`src/mbs_pkg.sv`:
```
package mbs_pkg;

	localparam int unsigned MS_PER_MINUTE  = 60000;
	localparam int unsigned PRESS_SAT      = 1023;
	localparam int unsigned DEBOUNCE_RESET = 200;
	localparam int unsigned NUM_SIGNATURES = 6;

	localparam int unsigned QUO_W  = 16;
	localparam int unsigned DIV_W  = 11;
	localparam int unsigned REM_W  = DIV_W + 1;
	localparam int unsigned STEP_W = 4;

	localparam logic       KIND_TICK  = 1'b0;
	localparam logic       KIND_PRESS = 1'b1;

	localparam logic [1:0] ACCENT_NONE   = 2'd0;
	localparam logic [1:0] ACCENT_STRONG = 2'd1;
	localparam logic [1:0] ACCENT_WEAK   = 2'd2;

	localparam logic [2:0] LAMP_NONE = 3'd0;

	typedef enum logic {
		ST_IDLE,
		ST_DIV
	} state_t;

	typedef struct packed {
		logic take;
		logic step;
		logic finish;
	} cmd_t;

	typedef struct packed {
		logic need_div;
		logic div_last;
		logic out_busy;
	} status_t;

	function automatic logic [3:0] sig_numer(input logic [2:0] sig);
		logic [3:0] r;
		case (sig)
			3'd1: r = 4'd3;
			3'd2: r = 4'd4;
			3'd3: r = 4'd6;
			3'd4: r = 4'd9;
			3'd5: r = 4'd12;
			default: r = 4'd2;
		endcase
		return r;
	endfunction

	function automatic logic [3:0] sig_denom(input logic [2:0] sig);
		logic [3:0] r;
		case (sig)
			3'd3, 3'd4, 3'd5: r = 4'd8;
			default: r = 4'd4;
		endcase
		return r;
	endfunction

	function automatic logic [2:0] sig_beats(input logic [2:0] sig);
		logic [2:0] r;
		case (sig)
			3'd1, 3'd4: r = 3'd3;
			3'd2, 3'd5: r = 3'd4;
			default: r = 3'd2;
		endcase
		return r;
	endfunction

	function automatic logic [1:0] sig_subs(input logic [2:0] sig);
		logic [1:0] r;
		case (sig)
			3'd3, 3'd4, 3'd5: r = 2'd3;
			default: r = 2'd2;
		endcase
		return r;
	endfunction

endpackage

```
`src/mbs_ctrl.sv`:
```
module mbs_ctrl (
	input  logic            clk,
	input  logic            arst_n,
	input  logic            in_valid,
	input  logic            out_ready,
	input  mbs_pkg::status_t status,
	output logic            in_ready,
	output mbs_pkg::cmd_t   cmd
);
	import mbs_pkg::*;

	state_t state_q;
	state_t state_next;

	always_ff @(posedge clk or negedge arst_n) begin
		if (!arst_n) begin
			state_q <= ST_IDLE;
		end else begin
			state_q <= state_next;
		end
	end

	always_comb begin
		state_next = state_q;
		unique case (state_q)
			ST_IDLE: begin
				if (cmd.take && status.need_div) begin
					state_next = ST_DIV;
				end
			end
			ST_DIV: begin
				if (status.div_last) begin
					state_next = ST_IDLE;
				end
			end
			default: state_next = ST_IDLE;
		endcase
	end

	always_comb begin
		in_ready   = 1'b0;
		cmd.take   = 1'b0;
		cmd.step   = 1'b0;
		cmd.finish = 1'b0;
		unique case (state_q)
			ST_IDLE: begin
				in_ready = !status.out_busy || out_ready;
				cmd.take = in_valid && in_ready;
			end
			ST_DIV: begin
				cmd.step   = 1'b1;
				cmd.finish = status.div_last;
			end
			default: begin
				in_ready = 1'b0;
			end
		endcase
	end

endmodule

```
`src/mbs_datapath.sv`:
```
module mbs_datapath (
	input  logic             clk,
	input  logic             arst_n,
	input  mbs_pkg::cmd_t    cmd,
	output mbs_pkg::status_t status,
	input  logic             kind,
	input  logic [8:0]       tempo_bpm,
	input  logic             cfg_we,
	input  logic [9:0]       cfg_wdata,
	input  logic             out_ready,
	output logic             out_valid,
	output logic [2:0]       lamp_color,
	output logic [1:0]       accent_tone,
	output logic             click,
	output logic [3:0]       bar_beats,
	output logic [3:0]       beat_unit,
	output logic             press_taken
);
	import mbs_pkg::*;

	logic [9:0]        debounce_q;
	logic [2:0]        sel_sig_q;
	logic [2:0]        play_sig_q;
	logic [1:0]        beat_pos_q;
	logic [1:0]        slot_pos_q;
	logic [QUO_W-1:0]  slot_left_q;
	logic [QUO_W-1:0]  slot_len_q;
	logic [9:0]        ms_press_q;

	logic [DIV_W-1:0]  divisor_q;
	logic [REM_W-1:0]  rem_q;
	logic [QUO_W-1:0]  quo_q;
	logic [STEP_W-1:0] step_cnt_q;

	logic              out_valid_q;
	logic [2:0]        lamp_q;
	logic [1:0]        accent_q;
	logic              click_q;
	logic              taken_q;

	logic              is_tick;
	logic              slot_start;
	logic              bar_start;
	logic [2:0]        sig_now;
	logic [2:0]        beats_now;
	logic [1:0]        subs_now;
	logic [8:0]        bpm_eff;
	logic [DIV_W-1:0]  divisor_new;
	logic [2:0]        slot_inc;
	logic [2:0]        beat_inc;
	logic              press_ok;
	logic [2:0]        sel_next;
	logic [REM_W-1:0]  rem_shift;
	logic              quo_bit;
	logic [REM_W-1:0]  rem_next;
	logic [QUO_W-1:0]  quo_next;

	assign is_tick    = (kind == KIND_TICK);
	assign slot_start = (slot_left_q == '0);
	assign bar_start  = (slot_pos_q == 2'd0) && (beat_pos_q == 2'd0);
	assign sig_now    = bar_start ? sel_sig_q : play_sig_q;
	assign beats_now  = sig_beats(sig_now);
	assign subs_now   = sig_subs(sig_now);
	assign bpm_eff    = (tempo_bpm == '0) ? 9'd1 : tempo_bpm;
	assign divisor_new = (subs_now == 2'd3)
		? ({2'b00, bpm_eff} + {1'b0, bpm_eff, 1'b0})
		: {1'b0, bpm_eff, 1'b0};
	assign slot_inc   = {1'b0, slot_pos_q} + 3'd1;
	assign beat_inc   = {1'b0, beat_pos_q} + 3'd1;
	assign press_ok   = (ms_press_q >= debounce_q);
	assign sel_next   = (sel_sig_q == 3'(NUM_SIGNATURES - 1)) ? 3'd0 : sel_sig_q + 3'd1;

	assign rem_shift  = {rem_q[REM_W-2:0], quo_q[QUO_W-1]};
	assign quo_bit    = (rem_shift >= {1'b0, divisor_q});
	assign rem_next   = quo_bit ? rem_shift - {1'b0, divisor_q} : rem_shift;
	assign quo_next   = {quo_q[QUO_W-2:0], quo_bit};

	assign status.need_div = is_tick && slot_start && (slot_pos_q == 2'd0);
	assign status.div_last = (step_cnt_q == '0);
	assign status.out_busy = out_valid_q;

	always_ff @(posedge clk or negedge arst_n) begin
		if (!arst_n) begin
			debounce_q  <= 10'(DEBOUNCE_RESET);
			sel_sig_q   <= '0;
			play_sig_q  <= '0;
			beat_pos_q  <= '0;
			slot_pos_q  <= '0;
			slot_left_q <= '0;
			slot_len_q  <= '0;
			ms_press_q  <= 10'(PRESS_SAT);
			step_cnt_q  <= '0;
			out_valid_q <= 1'b0;
		end else begin
			if (cfg_we) begin
				debounce_q <= cfg_wdata;
			end
			if (cmd.take) begin
				if (is_tick) begin
					if (ms_press_q != 10'(PRESS_SAT)) begin
						ms_press_q <= ms_press_q + 10'd1;
					end
					if (slot_start) begin
						if (bar_start) begin
							play_sig_q <= sel_sig_q;
						end
						if (slot_pos_q == 2'd0) begin
							step_cnt_q <= STEP_W'(QUO_W - 1);
						end else if (slot_len_q != '0) begin
							slot_left_q <= slot_len_q - 16'd1;
						end else begin
							slot_left_q <= '0;
						end
						if (slot_inc >= {1'b0, subs_now}) begin
							slot_pos_q <= '0;
							if (beat_inc >= beats_now) begin
								beat_pos_q <= '0;
							end else begin
								beat_pos_q <= beat_inc[1:0];
							end
						end else begin
							slot_pos_q <= slot_inc[1:0];
						end
					end else begin
						slot_left_q <= slot_left_q - 16'd1;
					end
				end else if (press_ok) begin
					sel_sig_q  <= sel_next;
					ms_press_q <= '0;
				end
			end
			if (cmd.step) begin
				step_cnt_q <= step_cnt_q - STEP_W'(1);
			end
			if (cmd.finish) begin
				slot_len_q  <= quo_next;
				slot_left_q <= (quo_next != '0) ? quo_next - 16'd1 : '0;
			end
			if ((cmd.take && !status.need_div) || cmd.finish) begin
				out_valid_q <= 1'b1;
			end else if (out_ready) begin
				out_valid_q <= 1'b0;
			end
		end
	end

	always_ff @(posedge clk) begin
		if (cmd.take) begin
			divisor_q <= divisor_new;
			rem_q     <= '0;
			quo_q     <= QUO_W'(MS_PER_MINUTE);
			lamp_q    <= LAMP_NONE;
			accent_q  <= ACCENT_NONE;
			click_q   <= 1'b0;
			taken_q   <= 1'b0;
			if (is_tick) begin
				if (slot_start) begin
					click_q <= 1'b1;
					if (slot_pos_q == 2'd0) begin
						lamp_q   <= {1'b0, beat_pos_q} + 3'd1;
						accent_q <= (beat_pos_q == 2'd0) ? ACCENT_STRONG : ACCENT_WEAK;
					end
				end
			end else begin
				taken_q <= press_ok;
			end
		end else if (cmd.step) begin
			rem_q <= rem_next;
			quo_q <= quo_next;
		end
	end

	assign out_valid   = out_valid_q;
	assign lamp_color  = lamp_q;
	assign accent_tone = accent_q;
	assign click       = click_q;
	assign press_taken = taken_q;
	assign bar_beats   = sig_numer(sel_sig_q);
	assign beat_unit   = sig_denom(sel_sig_q);

endmodule

```
`src/metronome_bar_sequencer.sv`:
```
// A press, or a tick that starts no beat, gives its result in the cycle after acceptance.
// A tick that starts a beat runs the 16-step slot length divider and gives its result
// after the division has finished, and no next item is taken before then.
// Throughput: one item per cycle while the output is not stalled, none while a division runs.
// Reset clears the sequencer to 2/4, first slot pending, debounce 200 ms, no result held.
module metronome_bar_sequencer (
	input  logic       clk,
	input  logic       arst_n,
	input  logic       in_valid,
	output logic       in_ready,
	input  logic       kind,
	input  logic [8:0] tempo_bpm,
	output logic       out_valid,
	input  logic       out_ready,
	output logic [2:0] lamp_color,
	output logic [1:0] accent_tone,
	output logic       click,
	output logic [3:0] bar_beats,
	output logic [3:0] beat_unit,
	output logic       press_taken,
	input  logic       cfg_we,
	input  logic [9:0] cfg_wdata
);
	import mbs_pkg::*;

	cmd_t    cmd;
	status_t status;

	mbs_ctrl u_ctrl (
		.clk       (clk),
		.arst_n    (arst_n),
		.in_valid  (in_valid),
		.out_ready (out_ready),
		.status    (status),
		.in_ready  (in_ready),
		.cmd       (cmd)
	);

	mbs_datapath u_datapath (
		.clk         (clk),
		.arst_n      (arst_n),
		.cmd         (cmd),
		.status      (status),
		.kind        (kind),
		.tempo_bpm   (tempo_bpm),
		.cfg_we      (cfg_we),
		.cfg_wdata   (cfg_wdata),
		.out_ready   (out_ready),
		.out_valid   (out_valid),
		.lamp_color  (lamp_color),
		.accent_tone (accent_tone),
		.click       (click),
		.bar_beats   (bar_beats),
		.beat_unit   (beat_unit),
		.press_taken (press_taken)
	);

	a_no_take_while_dividing: assert property (@(posedge clk) disable iff (!arst_n)
		cmd.step |-> !in_ready)
		else $error("item accepted while the divider is running");

	a_result_after_division: assert property (@(posedge clk) disable iff (!arst_n)
		cmd.finish |=> out_valid)
		else $error("no result after the division finished");

	a_division_starts: assert property (@(posedge clk) disable iff (!arst_n)
		(cmd.take && status.need_div) |=> (cmd.step && !out_valid))
		else $error("beat start did not enter the divider");

endmodule

```
`config.mk`:
```
export PLATFORM = sky130hd
export DESIGN_NAME = metronome_bar_sequencer
export DESIGN_NICKNAME = d
export VERILOG_FILES = /design/src/mbs_pkg.sv /design/src/mbs_ctrl.sv /design/src/mbs_datapath.sv /design/src/metronome_bar_sequencer.sv
export SDC_FILE = /design/constraint.sdc
export NUM_CORES = 1
export LEC_CHECK = 0
export ABC_AREA = 1
export BUFFER_PORTS_ARGS = -buffer_cell sky130_fd_sc_hd__buf_2
export CAP_MARGIN = 0
export CELL_PAD_IN_SITES_DETAIL_PLACEMENT = 0
export CELL_PAD_IN_SITES_GLOBAL_PLACEMENT = 1
export CORE_MARGIN = 5
export CORE_UTILIZATION = 41
export DETAILED_ROUTE_END_ITERATION = 7
export PLACE_DENSITY_LB_ADDON = 0.1
export SYNTH_ARGS = -nofsm -noshare
export SYNTH_HDL_FRONTEND = slang
export SYNTH_SLANG_ARGS = --single-unit
```
`constraint.sdc`:
```
create_clock -name clk -period 2.61 [get_ports clk]
set_input_delay 0.261 -clock clk [delete_from_list [all_inputs] [get_ports clk]]
set_output_delay 0.261 -clock clk [all_outputs]
set_load 0.01 [all_outputs]
```
# Yosys cells after proc, flatten, opt, wreduce, memory -nomap -nowiden
# Index checks and enable logic that the tools add are counted.
[op_classes]
n_addsub = 10
order_cmp = 4
eq_ne = 16
mux = 36
bitwise_logic = 4
reduce_logical = 34
[ops]
columns = ["operator", "n"]
rows = [
  ["two-way mux 16 bit", 7],
  ["subtractor 16 x 1 -> 16 bit, second input constant", 3],
  ["two-way mux 10 bit", 4],
  ["nonzero test 16 bit", 2],
  ["two-way mux 4 bit", 6],
  ["case mux 4 bit (5 select lines)", 1],
  ["logical NOT 16 bit", 1],
  ["== test 3 x 2 -> 1 bit, second input constant", 4],
  ["== test 3 bit, second input constant", 4],
  ["greater-or-equal comparator 12 x 11 -> 1 bit", 1],
  ["AND reduction 3 bit", 4],
  ["nonzero test 2 bit", 6],
  ["adder 9 x 10 -> 11 bit", 1],
  ["two-way mux 11 bit", 1],
  ["subtractor 11 bit", 1],
  ["adder 10 x 1 -> 10 bit, second input constant", 1],
  ["greater-or-equal comparator 10 bit", 1],
  ["inequality test 10 bit, second input constant", 1],
  ["logical NOT 9 bit", 1],
  ["two-way mux 9 bit", 1],
  ["OR reduction 3 bit", 3],
  ["two-way mux 1 bit", 8],
  ["two-way mux 2 bit", 4],
  ["AND reduction 4 bit", 2],
  ["other kinds (19)", 36],
]
[word_totals]
register_bits = 113
out_inout_bits = 17

# Logic depth before layout (Yosys ltp)
# Gate-level depths: netlist of run 1.
[logic_depth]
ltp_word = 8
mapped_depth = 19
mapped_depth_nobuf = 17

# Cells and area by module
# A second synthesis of run 1 with hierarchy kept.
[hier_totals]
hier_cells = 1055
area_unflattened_um2 = 7632.3
[by_module_without_submodules]
columns = ["module", "instances", "cells_each", "area_each_um2", "seq_area_each_um2"]
rows = [
  ["mbs_datapath", 1, 1042, 7552.2, 2773.9],
  ["mbs_ctrl", 1, 13, 80.1, 25.0],
]

# Least setup slack after synthesis of run 1
# No wires, ideal clock.
[synth_timing]
kind = "register to register"
start = "register u_datapath.divisor_q[3]"
end = "register u_datapath.slot_left_q[14]"
setup_ns = 0.122
arrival_ns = 2.514
setup_slack_ns = -0.026
stages_incl_launch_ff = 20
path_cell_list = "edfxtp_1 > inv_1 > ha_1 > nand2_1 > nand2_1 > nor2_2 > nand2_1 > nand2_2 > inv_2 > nor2_4 > buf_6 > ha_1 > nand4_4 > nor2_4 > nand2_2 > o21ai_4 > inv_2 > buf_6 > a21oi_1 > a21oi_1"
[synth_between]
elab_chain_len = 4
[synth_lines]
columns = ["element", "line", "text"]
rows = [
  ["start, declared", "mbs_datapath.sv:30", "logic [DIV_W-1:0] divisor_q;"],
  ["start signal, assigned", "mbs_datapath.sv:149", "divisor_q <= divisor_new;"],
  ["greater-or-equal comparator 12 x 11 -> 1 bit *", "mbs_datapath.sv:74", "assign quo_bit = (rem_shift >= {1'b0, divisor_q});"],
  ["subtractor 16 x 1 -> 16 bit or nonzero test 16 bit (tied branches)", "mbs_datapath.sv:137", "slot_left_q <= (quo_next != '0) ? quo_next - 16'd1 : '0;"],
  ["two-way mux 16 bit *", "mbs_datapath.sv:137", ""],
  ["two-way mux 16 bit *", "mbs_datapath.sv:135", "if (cmd.finish) begin"],
  ["end signal, assigned", "mbs_datapath.sv:110", "slot_left_q <= slot_len_q - 16'd1;"],
  ["end signal, assigned", "mbs_datapath.sv:125", "slot_left_q <= slot_left_q - 16'd1;"],
  ["end signal, assigned", "mbs_datapath.sv:137", ""],
  ["end, declared", "mbs_datapath.sv:26", "logic [QUO_W-1:0] slot_left_q;"],
]
# Mark *: on every way between the ends. The rest lies on a longest branch, timed or not.
# A chain may end at the register's enable or synchronous reset.

# Worst setup path after layout of run 1
[layout_timing]
start = "register u_datapath.divisor_q[0]"
end = "register u_datapath.slot_left_q[12]"
# The elaborated chain is that of the path after synthesis.

==> impl_metrics.tcl, run 1 <==
set metrics [dict create \
    crit_fanout 6 \
    grt-ovfl-total 0 \
    ys_top_cells_by_area "dfrtp_1 (18%), nand2_1 (11%), ha_1 (7.1%), inv_1 (7.1%), dfxtp_1 (7.0%)" \
    synth-adder-area-share_pct 7.63 \
    dieWidth_um 147 \
    die_area_mm2 0.0217 \
    violations "setup timing" \
    cp_cell_sequence "ha_4 > fa_2 > nor2_4 > nor2_4 > nand2_2 > nand2_2 > inv_2 > nor2_4 > ha_4 > nand4_4 > nor2_4 > nand2_2 > o21ai_4 > clkinv_4 > a21oi_2 > a21oi_1" \
    post_dp_cell_area_mm2 0.00822 \
    wire_per_inst_um 14.9 \
    antennaDiodeCount 0 \
    synthesis.instances 1052 \
    synth_top_family_by_area "simple AND/OR/NAND/NOR gates" \
    io_pins 42 \
    antenna_found_initial 0 \
    syn_area_mm2 0.00774 \
    grt_pass1_vias 6407 \
    cts_tree "done" \
    slew-limit-headroom_pct 47.6 \
    hold_violations 0 \
    drc 0 \
    min_path_type "input pin to register" \
    synth_ff_type "dfrtp_1" \
    design_area_mm2 0.00906 \
    ant_nets 0 \
    fmax_mhz 379 \
    path_buf_inv 2 \
    worst_path_most_repeated_cell "nor2_4" \
    crit_arrival_ns 2.93 \
    drtPass1Iterations 4 \
    fin_worst_skew_ns 0.0105 \
    drive_gt1_share_pct 18.1 \
    hpwl_mm 15.3 \
    utilization_pct 48.6 \
    htreeDepth 4 \
    max_slew.worst_pin.slew_ns 0.783 \
    ys_ff_latch 113 \
    cts_root_buffer "clkbuf_16" \
    synth_xor_area_share_pct 4.75 \
    yosys.area_share.simple_pct 28.3 \
    setup_violations 5 \
    via_per_inst 4.94 \
    synth_top_area_share_pct 17.8 \
    core_mm2 0.0186 \
    grt_first_pass_wirelength_mm 33.0 \
    slowest_delay_ns 0.39 \
    final_cell_mix "nand2_1 (231), inv_1 (144), nor2_1 (103), o21ai_0 (68), nand3_1 (58)" \
    wl_mm 20.1 \
    cts_sinks 113 \
    grt_usage_pct 18.8 \
    slowest_stage "edfxtp_1" \
    power_density_mw_per_mm2 682 \
    place_congestion 0.869 \
    synth-edff-count 18 \
    fp.dieH_um 147 \
    ys_warn_count 0 \
    synth_top_area_cell "dfrtp_1" \
    min_period_ns 2.64 \
    rsz0062_at_grt "yes" \
    crit_type "register to register" \
    status "finished with violations" \
    vias 6690 \
    end_kind "register" \
    grt_max_degree 69 \
    synth_mux_area_share_pct 0.145 \
    start_kind "register" \
    final_common_cell "nand2_1" \
    row_count 50 \
    fin_nets 1177 \
    initial_core_util_pct 41.5 \
    drt_iter0_drc 394 \
    fin_crit_sh_pct 101 \
    timing.final.ws_setup_ns -0.0256 \
    area_delta_synth_final_pct 17.0 \
    yosysUniqueCellTypes 55 \
    numCtsBuffers 17 \
    port_buffers 39 \
    cp_data_required_time_ns 2.91 \
    peakVddDrop_mv 0.492 \
    synth.avg_cell_area_um2 7.36 \
    cpLargestDelayFamily "simple AND/OR/NAND/NOR gates" \
    drv_cap 0 \
    synth_compound_area_share_pct 12.8 \
    slew_viol_final 0 \
    cts_max_path_buffers 2 \
    clk_pin_slew_worst_paths_ns 0.06 \
    fin_setup_tns_ns -0.0623 \
    clock_latency_ns 0.42 \
    yosysSeqAreaShare_pct 36.2 \
    power_leakage_nw 4.43 \
    ys_async_sr_fraction_pct 60.2 \
]
-- what timing repair did --
item / CTS / global route
endpoints found under the setup margin: 1 / 27
buffers inserted: 0 / 8
hold buffers: 1 / 0
gates cloned: 0 / 1
gates resized for setup: 1 / 47
pin swaps: 0 / 25
endpoints found under the hold margin: 55 / 0
-- through the flow --
step           hold slack [ns]  std cells  setup WS (ns)  total power (W)
6_report                0.0451       1353        -0.0256          0.00618
5_1_grt                 0.0483       1353         -0.173          0.00660
4_1_cts                 0.0359       1344        0.00714          0.00619
3_5_place_dp             0.308       1311       -0.00603          0.00392
3_3_place_gp             0.310       1311         0.0435          0.00392
2_1_floorplan          -0.0346       1053         0.0625          0.00343
-- registers in the layout, summed over array words and instances, names as in the netlist --
name                    flops
u_datapath.step_cnt_q       4
u_datapath.divisor_q       11
u_datapath.accent_tone      2
u_datapath.press_taken      1
u_ctrl.state_q              1
u_datapath.rem_q           11
u_datapath.slot_len_q      16
u_datapath.quo_q           16
u_datapath.beat_pos_q       2
u_datapath.ms_press_q      10
u_datapath.debounce_q      10
u_datapath.click            1
u_datapath.play_sig_q       3
u_datapath.slot_left_q     16
u_datapath.sel_sig_q        3
u_datapath.out_valid        1
u_datapath.slot_pos_q       2
u_datapath.lamp_color       3
-- worst reg2reg max path, stage by stage, from the launching register on --
cell and delay, ns:
edfxtp_1 0.39, ha_4 0.17, fa_2 0.24, nor2_4 0.05, nor2_4 0.14, nand2_2 0.08, nand2_2 0.09, inv_2 0.05
nor2_4 0.13, ha_4 0.16, nand4_4 0.12, nor2_4 0.14, nand2_2 0.08, o21ai_4 0.30, clkinv_4 0.16, a21oi_2 0.16
a21oi_1 0.07
-- per-layer routing --
layer	global-route usage, %	vias to the layer above	share of wire [%]
met5	0	-	0
met1	25.8	3055	48
met2	30.1	96	47
met4	7.13	0	2.3
li1	-	3510	-
met3	2.94	29	2.7
-- worst paths after layout --
kind | from | endpoint | slack, ns | cells after the start
setup / recovery | u_datapath.divisor_q[0] | u_datapath.slot_left_q[12] | -0.03 | 16
hold / removal | cfg_wdata[2] | u_datapath.debounce_q[2] | 0.05 | 3
setup reg to reg | u_datapath.divisor_q[0] | u_datapath.slot_left_q[12] | -0.03 | 16
hold reg to reg | u_datapath.rem_q[4] | u_datapath.rem_q[4] | 0.47 | 2
max in group asynchronous | arst_n | u_datapath.ms_press_q[4] | 1.85 | 3
min in group asynchronous | arst_n | u_datapath.slot_len_q[12] | 0.39 | 3
-- cell type report --
class                   instances  area, um^2
repair buffers                 65         429
clock buffers                  19         464
repair inverters                1        11.3
inverters                     158         608
fillers                      1907        9590
multi-input cells             750        4340
well taps                     234         293
clock inverters                13         111
flip-flops and latches        113        2800
-- logic make-up (layout without fill, tap and decap cells) --
group           Yosys count  in the layout
mux                       1              1
xor+xnor                 42             42
compound gates          172            172
other cells               1              2
simple gates            487            487
buf+inv                 190            256
flops                   113            113
fa+ha+maj                46             46
-- power by group --
group / switching (W) / total (W) / internal (W)
registers: 0.000226 / 0.00226 / 0.00204
logic: 0.00105 / 0.00168 / 0.000631
clock network: 0.000858 / 0.00224 / 0.00138
-- cells in the mapped netlist (2+ instances only) --
cell,n
fa_1,2
dfrtp_1,55
buf_6,6
a22oi_1,16
o21ai_0,70
o21a_1,3
dfxtp_1,27
nand2_1,237
xnor2_1,9
nand2_4,6
o21ai_2,6
nand3b_1,4
nor2_4,3
dfstp_2,13
nor2_1,106
nand2_2,5
buf_2,6
nand3_2,3
nand4_1,21
nand3_1,65
o21bai_1,2
xor2_1,33
nor4_1,2
o21ai_1,9
or2_2,2
clkbuf_1,17
a211oi_1,2
a21oi_1,50
a21oi_2,3
edfxtp_1,18
nor2_2,13
inv_2,9
ha_1,44
inv_1,146
buf_4,3
nor3_1,14
o211ai_1,4
Note: power is estimated with default switching activity, not from simulation.
==> run 2: changes to the inputs <==
CORE_UTILIZATION = 43   (was 41)
CTS_BUF_LIST = sky130_fd_sc_hd__clkbuf_8   (was not set)
PLACE_DENSITY = 0.89   (was not set)
PLACE_DENSITY_LB_ADDON = not set   (was 0.1)
==> impl_metrics.tcl, run 2 (synthesized netlist as in run 1, its figures left out) <==
set metrics [dict create \
    numCtsBuffers 17 \
    via_per_inst 5.08 \
    min_path_type "input pin to register" \
    dieWidth_um 144 \
    clk_pin_slew_worst_paths_ns 0.07 \
    clock_latency_ns 0.43 \
    grt_first_pass_wirelength_mm 31.0 \
    initial_core_util_pct 43.4 \
    grt_pass1_vias 6370 \
    row_count 49 \
    clock_power_share_pct 32.2 \
    grt_max_degree 45 \
    fillers 1720 \
    drtPass1Iterations 5 \
    cts_sinks 113 \
    switching_share_pct 34.3 \
    wl_mm 19.0 \
    crit_arrival_ns 2.84 \
    crit_type "register to register" \
    final_cells 1350 \
    fp.dieH_um 144 \
    fin_hold_ws_ns 0.0348 \
    max_slew.worst_pin.slew_ns 0.634 \
    ant_nets 0 \
    cts_max_path_buffers 2 \
    cp_data_required_time_ns 2.93 \
    grt_usage_pct 18.5 \
    cts_tree "done" \
    hpwl_mm 14.3 \
    slew_viol_final 0 \
    fin_nets 1179 \
    crit_fanout 7 \
    drt_iter0_drc 625 \
    min_period_ns 2.52 \
    drive_gt1_share_pct 17.3 \
    fmax_mhz 397 \
    htreeDepth 4 \
    port_buffers 39 \
    hold_violations 0 \
    timing.final.ws_setup_ns 0.0898 \
    rsz0062_at_grt "yes" \
    grt-ovfl-total 0 \
    power_density_mw_per_mm2 648 \
    power_leakage_nw 4.41 \
    drv_cap 0 \
    antenna_found_initial 0 \
    dp_slack_ns 0.00134 \
    switching_power_w 0.00198 \
    peakVddDrop_mv 0.485 \
    end_kind "register" \
    top_regs "u_datapath.quo_q: 16 flops, u_datapath.slot_left_q: 16 flops, u_datapath.slot_len_q: 16 flops" \
    vias 6863 \
    final_cell_mix "nand2_1 (233), inv_1 (146), nor2_1 (104), o21ai_0 (66), nand3_1 (65)" \
    wire_per_inst_um 14.0 \
    status "finished clean" \
    setup_violations 0 \
    dp_cells 1307 \
    final_common_cell "nand2_1" \
    core_mm2 0.0178 \
    io_pins 42 \
    antennaDiodeCount 0 \
    area_delta_synth_final_pct 15.2 \
    start_kind "register" \
    drc 0 \
    die_area_mm2 0.0208 \
    utilization_pct 50.0 \
    fin_crit_sh_pct 96.6 \
    intPower_w 0.00380 \
    slew-limit-headroom_pct 57.7 \
    fin_worst_skew_ns 0.0101 \
    regArea_mm2 0.00280 \
    multi_input_area_mm2 0.00434 \
    p_seq_share_pct 39.2 \
    place_congestion 0.899 \
    combPwrFrac_pct 28.6 \
    cts_root_buffer "clkbuf_8" \
]
## run 2: changes by cell type in the layout (fill, tap and decap cells not counted), sizes merged
cell,change
inv,+1
clkinvlp,-4
clkbuf,+2
clkinv,-2
bufinv,+3
buf,+2
## run 2: what timing repair did
action                                  in CTS  in global routing
hold endpoints to repair                    24                  0
buffers inserted                             0                  9
gates resized for setup                      0                 38
hold buffers                                 1                  0
endpoints found under the setup margin       0                 19
## run 2: cell type report
class	count	share of cell area (%)
flip-flops and latches	113	31.4
clock buffers	21	3.24
repair buffers	67	4.80
clock inverters	11	1.80
well taps	229	3.21
inverters	158	6.82
repair inverters	1	0.0561
multi-input cells	750	48.7
## run 2: worst paths after layout
path                                    startpoint                        end  slack (ns)  cells after the start
min reg2reg                    u_datapath.rem_q[7]        u_datapath.rem_q[7]        0.48                      2
max reg2reg                u_datapath.divisor_q[2]  u_datapath.slot_left_q[2]        0.09                     17
min in group asynchronous                   arst_n   u_datapath.slot_len_q[3]        0.38                      2
min                                   cfg_wdata[5]   u_datapath.debounce_q[5]        0.03                      3
max in group asynchronous                   arst_n   u_datapath.debounce_q[6]        1.56                      3
max                        u_datapath.divisor_q[2]  u_datapath.slot_left_q[2]        0.09                     17
## run 2: power by group through the flow
| stage | combinational [W] | sequential, W | clock [W] |
|---|---|---|---|
| floorplan | 0.00121 | 0.00222 | 0 |
| global placement | 0.00158 | 0.00228 | 0 |
| detailed placement | 0.00160 | 0.00228 | 0 |
| CTS | 0.00161 | 0.00225 | 0.00190 |
| global route | 0.00189 | 0.00229 | 0.00199 |
| finish | 0.00165 | 0.00227 | 0.00186 |
## run 2: critical path, cell delays in order (launching register included)
cell and delay [ns]:
edfxtp_1 0.39, inv_2 0.08, ha_4 0.20, nand2_1 0.08, nor2_2 0.05, nor2_2 0.12, nand2_1 0.08, nand2_2 0.08
inv_2 0.04, nor2_4 0.12, ha_4 0.17, nand4_4 0.10, nor2_4 0.16, nand2_4 0.07, o21ai_4 0.29, clkinv_4 0.16
a21oi_2 0.15, o21ai_1 0.06
## run 2: layer usage
| layer | part of all wire [%] | vias up | wire, um | track usage (%) |
|---|---|---|---|---|
| met5 | 0 | - | 0 | 0 |
| met4 | 2.2 | 0 | 408 | 5.94 |
| met3 | 4.3 | 31 | 823 | 3.64 |
| met2 | 46 | 149 | 8810 | 29.8 |
| met1 | 47 | 3164 | 8930 | 25.2 |
| li1 | - | 3519 | - | - |
## run 2: per-stage QoR
stage	area (um^2)	TNS (ns)	total power, W
4_1_cts	8660	0	0.00576
3_5_place_dp	8200	0	0.00388
3_3_place_gp	8200	0	0.00386
6_report	8920	0	0.00578
2_1_floorplan	7760	0	0.00343
5_1_grt	8920	-1.26	0.00618
